## src/hdl/slil_pkg.sv

```systemverilog
package slil_pkg;

    // List geometry. The field widths of the ports fix these values.
    localparam int CAPACITY   = 64;
    localparam int DATA_WIDTH = 32;
    localparam int IDX_W      = $clog2(CAPACITY);
    localparam int CNT_W      = IDX_W + 1;

    // Operation codes.
    localparam logic [1:0] OP_PUSH   = 2'd0;
    localparam logic [1:0] OP_REMOVE = 2'd1;
    localparam logic [1:0] OP_READ   = 2'd2;

    // Status codes.
    localparam logic [1:0] ST_OK    = 2'd0;
    localparam logic [1:0] ST_FULL  = 2'd1;
    localparam logic [1:0] ST_RANGE = 2'd2;

endpackage

```

## src/hdl/slot_indexed_list_unit.sv

```systemverilog
// Walked operations (good push, remove or read) visit every slot in turn before the
// result strobe; a refused push, an out-of-range position or an unused op code is
// answered in the cycle after the accepting edge. No word is taken during a walk, which
// visits one slot per cycle, set by the single read port of the tag and value memories.
// Reset (synchronous, active low) empties the list and clears all used bits at once.
// The receiver cannot stall: each result is shown for exactly one cycle.
module slot_indexed_list_unit import slil_pkg::*; (
    input  logic                   i_clk,
    input  logic                   i_rst_n,
    input  logic                   start,
    output logic                   busy,
    input  logic [1:0]             i_op,
    input  logic signed [31:0]     i_value,
    input  logic [5:0]             i_position,
    output logic                   o_strobe,
    output logic signed [31:0]     o_read_data,
    output logic [6:0]             o_item_count,
    output logic [1:0]             o_status
);

    localparam logic S_IDLE = 1'b0;
    localparam logic S_SCAN = 1'b1;

    // Slot storage: value and tag memories, used bits in flip-flops.
    logic [DATA_WIDTH-1:0] m_value [CAPACITY];
    logic [IDX_W-1:0]      m_tag   [CAPACITY];
    logic [CAPACITY-1:0]   r_used;

    logic                  r_state;
    logic [1:0]            r_op;
    logic [DATA_WIDTH-1:0] r_value;
    logic [IDX_W-1:0]      r_pos;
    logic [CNT_W-1:0]      r_count;
    logic [CNT_W-1:0]      r_idx;
    logic                  r_s2_vld;
    logic [IDX_W-1:0]      r_s2_idx;
    logic [IDX_W-1:0]      r_tag_q;
    logic [DATA_WIDTH-1:0] r_val_q;
    logic                  r_found;
    logic [DATA_WIDTH-1:0] r_rd_data;

    logic                  r_strobe;
    logic [31:0]           r_out_data;
    logic [CNT_W-1:0]      r_out_count;
    logic [1:0]            r_out_status;

    logic                  accept;
    logic                  slot_used;
    logic                  tag_hit;
    logic                  push_hit;
    logic                  rmv_hit;
    logic                  read_hit;
    logic                  tag_dec;
    logic                  scan_last;
    logic                  n_found;
    logic [DATA_WIDTH-1:0] n_rd_data;
    logic [CNT_W-1:0]      n_count;
    logic                  pos_range;

    assign accept    = start && (r_state == S_IDLE);
    assign busy      = (r_state != S_IDLE);
    assign pos_range = ({1'b0, i_position} >= r_count);

    // Decisions on the slot whose tag and value came back from the memories.
    assign slot_used = r_used[r_s2_idx];
    assign tag_hit   = slot_used && (r_tag_q == r_pos);
    assign push_hit  = r_s2_vld && (r_op == OP_PUSH) && !slot_used && !r_found;
    assign rmv_hit   = r_s2_vld && (r_op == OP_REMOVE) && tag_hit;
    assign read_hit  = r_s2_vld && (r_op == OP_READ) && tag_hit;
    assign tag_dec   = r_s2_vld && (r_op == OP_REMOVE) && slot_used && (r_tag_q > r_pos);
    assign scan_last = r_s2_vld && (r_s2_idx == IDX_W'(CAPACITY - 1));

    // Found flag, read data and count as they stand after this slot.
    always_comb begin
        n_found   = r_found || push_hit || rmv_hit || read_hit;
        n_rd_data = read_hit ? r_val_q : r_rd_data;
        n_count   = r_count;
        if (n_found && (r_op == OP_PUSH)) begin
            n_count = r_count + CNT_W'(1);
        end else if (n_found && (r_op == OP_REMOVE)) begin
            n_count = r_count - CNT_W'(1);
        end
    end

    // Memory ports: one read per cycle at the walk index, one write at the checked slot.
    always_ff @(posedge i_clk) begin
        r_tag_q <= m_tag[r_idx[IDX_W-1:0]];
        r_val_q <= m_value[r_idx[IDX_W-1:0]];
        if (push_hit) begin
            m_value[r_s2_idx] <= r_value;
            m_tag[r_s2_idx]   <= r_count[IDX_W-1:0];
        end else if (tag_dec) begin
            m_tag[r_s2_idx]   <= r_tag_q - IDX_W'(1);
        end
    end

    // Operation payload, held for the whole walk.
    always_ff @(posedge i_clk) begin
        if (accept) begin
            r_op    <= i_op;
            r_value <= i_value[DATA_WIDTH-1:0];
            r_pos   <= i_position;
        end
    end

    // Control, used bits and result word.
    always_ff @(posedge i_clk) begin
        if (!i_rst_n) begin
            r_state      <= S_IDLE;
            r_count      <= '0;
            r_used       <= '0;
            r_idx        <= '0;
            r_s2_vld     <= 1'b0;
            r_s2_idx     <= '0;
            r_found      <= 1'b0;
            r_rd_data    <= '0;
            r_strobe     <= 1'b0;
            r_out_data   <= '0;
            r_out_count  <= '0;
            r_out_status <= ST_OK;
        end else begin
            r_strobe <= 1'b0;
            unique case (r_state)
                S_IDLE: begin
                    if (accept) begin
                        // Refused and trivial operations answer at once.
                        if ((i_op == OP_PUSH) && r_count[IDX_W]) begin
                            r_strobe     <= 1'b1;
                            r_out_data   <= '0;
                            r_out_count  <= r_count;
                            r_out_status <= ST_FULL;
                        end else if (((i_op == OP_REMOVE) || (i_op == OP_READ)) && pos_range) begin
                            r_strobe     <= 1'b1;
                            r_out_data   <= '0;
                            r_out_count  <= r_count;
                            r_out_status <= ST_RANGE;
                        end else if (i_op == OP_PUSH || i_op == OP_REMOVE || i_op == OP_READ) begin
                            r_state   <= S_SCAN;
                            r_idx     <= '0;
                            r_s2_vld  <= 1'b0;
                            r_found   <= 1'b0;
                            r_rd_data <= '0;
                        end else begin
                            r_strobe     <= 1'b1;
                            r_out_data   <= '0;
                            r_out_count  <= r_count;
                            r_out_status <= ST_OK;
                        end
                    end
                end
                S_SCAN: begin
                    // Issue the next slot read until every slot has been visited.
                    if (!r_idx[IDX_W]) begin
                        r_idx    <= r_idx + CNT_W'(1);
                        r_s2_vld <= 1'b1;
                        r_s2_idx <= r_idx[IDX_W-1:0];
                    end else begin
                        r_s2_vld <= 1'b0;
                    end
                    r_found   <= n_found;
                    r_rd_data <= n_rd_data;
                    if (push_hit) begin
                        r_used[r_s2_idx] <= 1'b1;
                    end
                    if (rmv_hit) begin
                        r_used[r_s2_idx] <= 1'b0;
                    end
                    if (scan_last) begin
                        r_state      <= S_IDLE;
                        r_count      <= n_count;
                        r_strobe     <= 1'b1;
                        r_out_data   <= 32'(n_rd_data);
                        r_out_count  <= n_count;
                        r_out_status <= ST_OK;
                    end
                end
                default: begin
                    r_state <= S_IDLE;
                end
            endcase
        end
    end

    assign o_strobe     = r_strobe;
    assign o_read_data  = r_out_data;
    assign o_item_count = r_out_count;
    assign o_status     = r_out_status;

endmodule

```

## config.mk

```make
export PLATFORM = sky130hd
export DESIGN_NAME = slot_indexed_list_unit
export DESIGN_NICKNAME = d
export VERILOG_FILES = /design/src/hdl/slil_pkg.sv /design/src/hdl/slot_indexed_list_unit.sv
export SDC_FILE = /design/constraint.sdc
export NUM_CORES = 2
export LEC_CHECK = 0
export BUFFER_PORTS_ARGS = -buffer_cell sky130_fd_sc_hd__buf_2
export CORE_MARGIN = 10
export CORE_UTILIZATION = 50
export DETAILED_ROUTE_END_ITERATION = 16
export PLACE_DENSITY = 0.66
export SLEW_MARGIN = 20
export SYNTH_ARGS = -nofsm -noshare
export SYNTH_HDL_FRONTEND = slang
export SYNTH_SLANG_ARGS = --single-unit
```

## constraint.sdc

```tcl
create_clock -name i_clk -period 5.5 [get_ports i_clk]
set_input_delay 0.55 -clock i_clk [delete_from_list [all_inputs] [get_ports i_clk]]
set_output_delay 0.55 -clock i_clk [all_outputs]
set_load 0.02 [all_outputs]
```

==> results.md <==
* Final Max Tran Viols at 0
* Post-CTS Setup Repair Bufs at 0
* P_sw at 8.70 mW
* Synth warn at 0
* Required time worst endpoint at 6.10 ns
* Max Freq at 223 MHz
* Final Cycle Share at 81.5%
* Clock-pin slew on the worst setup and hold paths at 0.06 ns
* Final Util at 57.4%
* Pre-CTS setup slack at 1.10 ns
* Multiplexer area fraction after synthesis at 18.3%
* Final Setup Violations at 0
* Core Region at 0.204 sq mm
* Clock Power Share at 44.4%
* CTS tree: done
* Sequential share of the synthesized area at 76.4%
* Vias at 49300
* Routability-driven placement congestion ratio at 0.812
* Routed WL per cell at 32.1 microns
* Die span in x at 473 microns
* Post-Synth Simple-Gate Area at 1.98%
* Endpoint class of the critical path: flop
* Initial antenna violation count at 3
* Final hold vios at 0
* Post-Route Setup TNS at 0 ns
* Internal cell power at 34.3 mW
* Synth cell types at 57
* EDFF count, synth at 2472
* VDD IR max at 389 uV
* Tot Pwr at 43.0 mW
* DRT Wirelength at 252000 microns
* Top-level port count at 86
* Min-Delay Path Class: in -> reg
* Largest family of logic cells by synthesized area: multiplexers
* Clock Skews at 0.0609 ns
* Row count at 166
* Final Worst Setup Slack at 1.01 ns
* Die Y at 473 microns
* Placed Instance Area at 0.107 sq mm
* Cts repair resizes at 0
* Largest net degree at the start of global routing at 93
* Synthesized-area fraction occupied by adder cells at 0.220%
* Yosys reg bits at 2671
* Combinational share of power at 3.8%
* Hold_buf cts at 41
* Met1 Usage GRT at 31.2%
* Sequential Power Share at 51.8%
* Sw Ratio at 20.2%
* Met3 Resource Use GR at 3.81%
* Initial core utilization at 50.2%
* Main synth FF type: edfxtp_1
* Clk sinks at 2671
* CP max FO at 24
* First-pass GRT wire length at 365000 microns
* Area Growth Syn to Fin at 14.3%
* Area of the multi-input gates at 0.0236 sq mm
* Xor and xnor area share after synthesis at 0.0513%
* Hold slack at 0.141 ns
* Post-Layout Cell Count at 7847
* Vias in the first global route at 49300
* Crit start category: flop
* Max clock buf depth at 4
* Fin nets at 5011
* Clk root buf: clkbuf_16
* Mapped Nets at 4699
* Layout cells sized above 1 at 30.6%
* RSZ-0062 raised after global routing: false
* Register area at 0.0782 sq mm
* Clk Latency, worst-skew pair at 0.93 ns
* Overflow after GRT at 0
* Cells after DPL at 7306
* Design area at 0.117 sq mm
* H-tree levels at 5
* Final ANT Viol Nets at 0
* Initial DRC count at 5736
* Hold path depth at 2
* GRT met2 Usage at 36.6%
* R2R cell count at 9
* Avg Inst Size Synth at 22.1 sq um
* Synth Area in Compound Gates at 1.97%
* Die area at 0.223 sq mm
* Worst rel slew slack at 32.5%
* Status: complete, no violations
* Power Density at 367 mW/mm^2
* GRT busiest layer: met2
* Port Buf Inserts at 85
* Worst-Margin Slew at 1.01 ns
* Num CTS Buffers at 288
* FILL cells at 14600
* Residual DRC at 0
* Max_cap viols at 0
* Asr flop ratio synth at 0%
* CP arrival at 5.09 ns
* LEAKAGE at 34.9 nW
* Cell area after synthesis at 0.102 sq mm
* Min cycle time layout at 4.49 ns
* GRT Util Overall at 22.4%
* Synth Instances at 4638
* Drt first pass iters at 6
* DR vias/cell at 6.29
* Final HPWL DP at 148000 microns
* WS Path Type: reg -> reg
==> registers in the layout (all words and copies together), names as in the netlist, 7 cells and up <==
signal and count:
r_used 64, o_item_count 7, m_value 2048, r_idx 7, r_count 7, o_read_data 32, m_tag 384, r_val_q 32
r_value 32, r_rd_data 32
==> placed cells by master (no fill, tap or decap), types with 6 or more instances in the layout <==
cell type / Yosys / layout
or3_1: 7 / 6
dfxtp_4: 0 / 6
clkinvlp_4: 0 / 6
nor2_1: 215 / 149
buf_12: 0 / 27
mux2i_1: 60 / 60
or4_1: 6 / 6
nand2_1: 140 / 139
mux4_2: 792 / 792
dfxtp_1: 199 / 193
bufinv_16: 0 / 31
nand3b_1: 8 / 8
ha_1: 18 / 18
mux2_2: 24 / 24
clkinv_2: 0 / 47
a21oi_1: 87 / 86
a22o_1: 31 / 31
nor2_4: 0 / 65
nor3_1: 19 / 15
a31oi_1: 13 / 13
o2bb2ai_1: 32 / 32
a211oi_1: 60 / 60
clkinv_1: 1 / 61
nand3_1: 31 / 30
buf_2: 28 / 85
dlygate4sd3_1: 0 / 41
clkbuf_16: 0 / 299
buf_4: 0 / 153
clkbuf_1: 180 / 40
inv_1: 19 / 18
nor2b_1: 7 / 7
edfxtp_1: 2472 / 2472
o21ai_0: 36 / 31
==> routing by layer <==
layer	share of wire, %	routed length (microns)
met5	0	0
met4	3.3	8230
met3	7.4	18600
met2	50	125000
met1	40	100000
==> final cells by class <==
class / instances / share of cell area, %
Sequential cell: 2671 / 66.8
Tap cell: 2688 / 2.87
Clock inverter: 152 / 1.30
Timing Repair Buffer: 307 / 2.18
Inverter: 20 / 0.0641
Antenna cell: 4 / 0.00855
Clock buffer: 343 / 6.57
Multi-Input combinational cell: 1662 / 20.2
==> synthesized netlist by cell type (24+ instances only) <==
master / count / area [sq um]
edfxtp_1: 2472 / 74200
dfxtp_1: 199 / 3980
nand3_1: 31 / 155
mux4_2: 792 / 17800
a22o_1: 31 / 272
buf_1: 75 / 282
mux2i_1: 60 / 601
clkbuf_1: 180 / 676
a21oi_1: 87 / 435
nor2_1: 215 / 807
mux2_2: 24 / 270
nand2_1: 140 / 526
buf_2: 28 / 140
o2bb2ai_1: 32 / 280
a211oi_1: 60 / 450
o21ai_0: 36 / 180
==> worst paths after layout <==
check / from / end / slack (ns)
worst min register to register: o_read_data[23] / o_read_data[23] / 0.46
worst min-delay path: i_rst_n / r_s2_vld / 0.14
worst max register to register: r_s2_idx[1] / m_tag[29][0] / 1.01
worst max-delay path: r_s2_idx[1] / m_tag[29][0] / 1.01
==> critical path: stages, from the launching register on <==
cell and delay, ns:
dfxtp_1 0.87, clkinv_1 0.48, a32oi_1 0.31, o2111ai_1 0.17, or4_1 0.70, nand4b_1 0.18, buf_4 0.27, and2_2 0.52
buf_4 0.42, nor2_1 0.23
==> cell families (layout without fill, tap and decap cells) <==
group,Yosys count,in the layout
muxes,876,876
DFF,2671,2671
AOI/OAI and AO/OA,295,295
adders and majority gates,18,18
other,0,4
and+or+nand+nor,467,467
xor gates and xnor gates,6,6
buffers and inverters,305,822
==> power by group through the flow <==
stage	clock network, mW	registers [mW]	logic, mW
floorplan	0	22.8	0.918
global placement	0	22.7	1.62
detailed placement	0	22.7	1.65
CTS	19.3	22.3	1.67
global route	20.1	22.3	1.74
finish	19.1	22.3	1.64
Power figures use the tool's default switching activity.
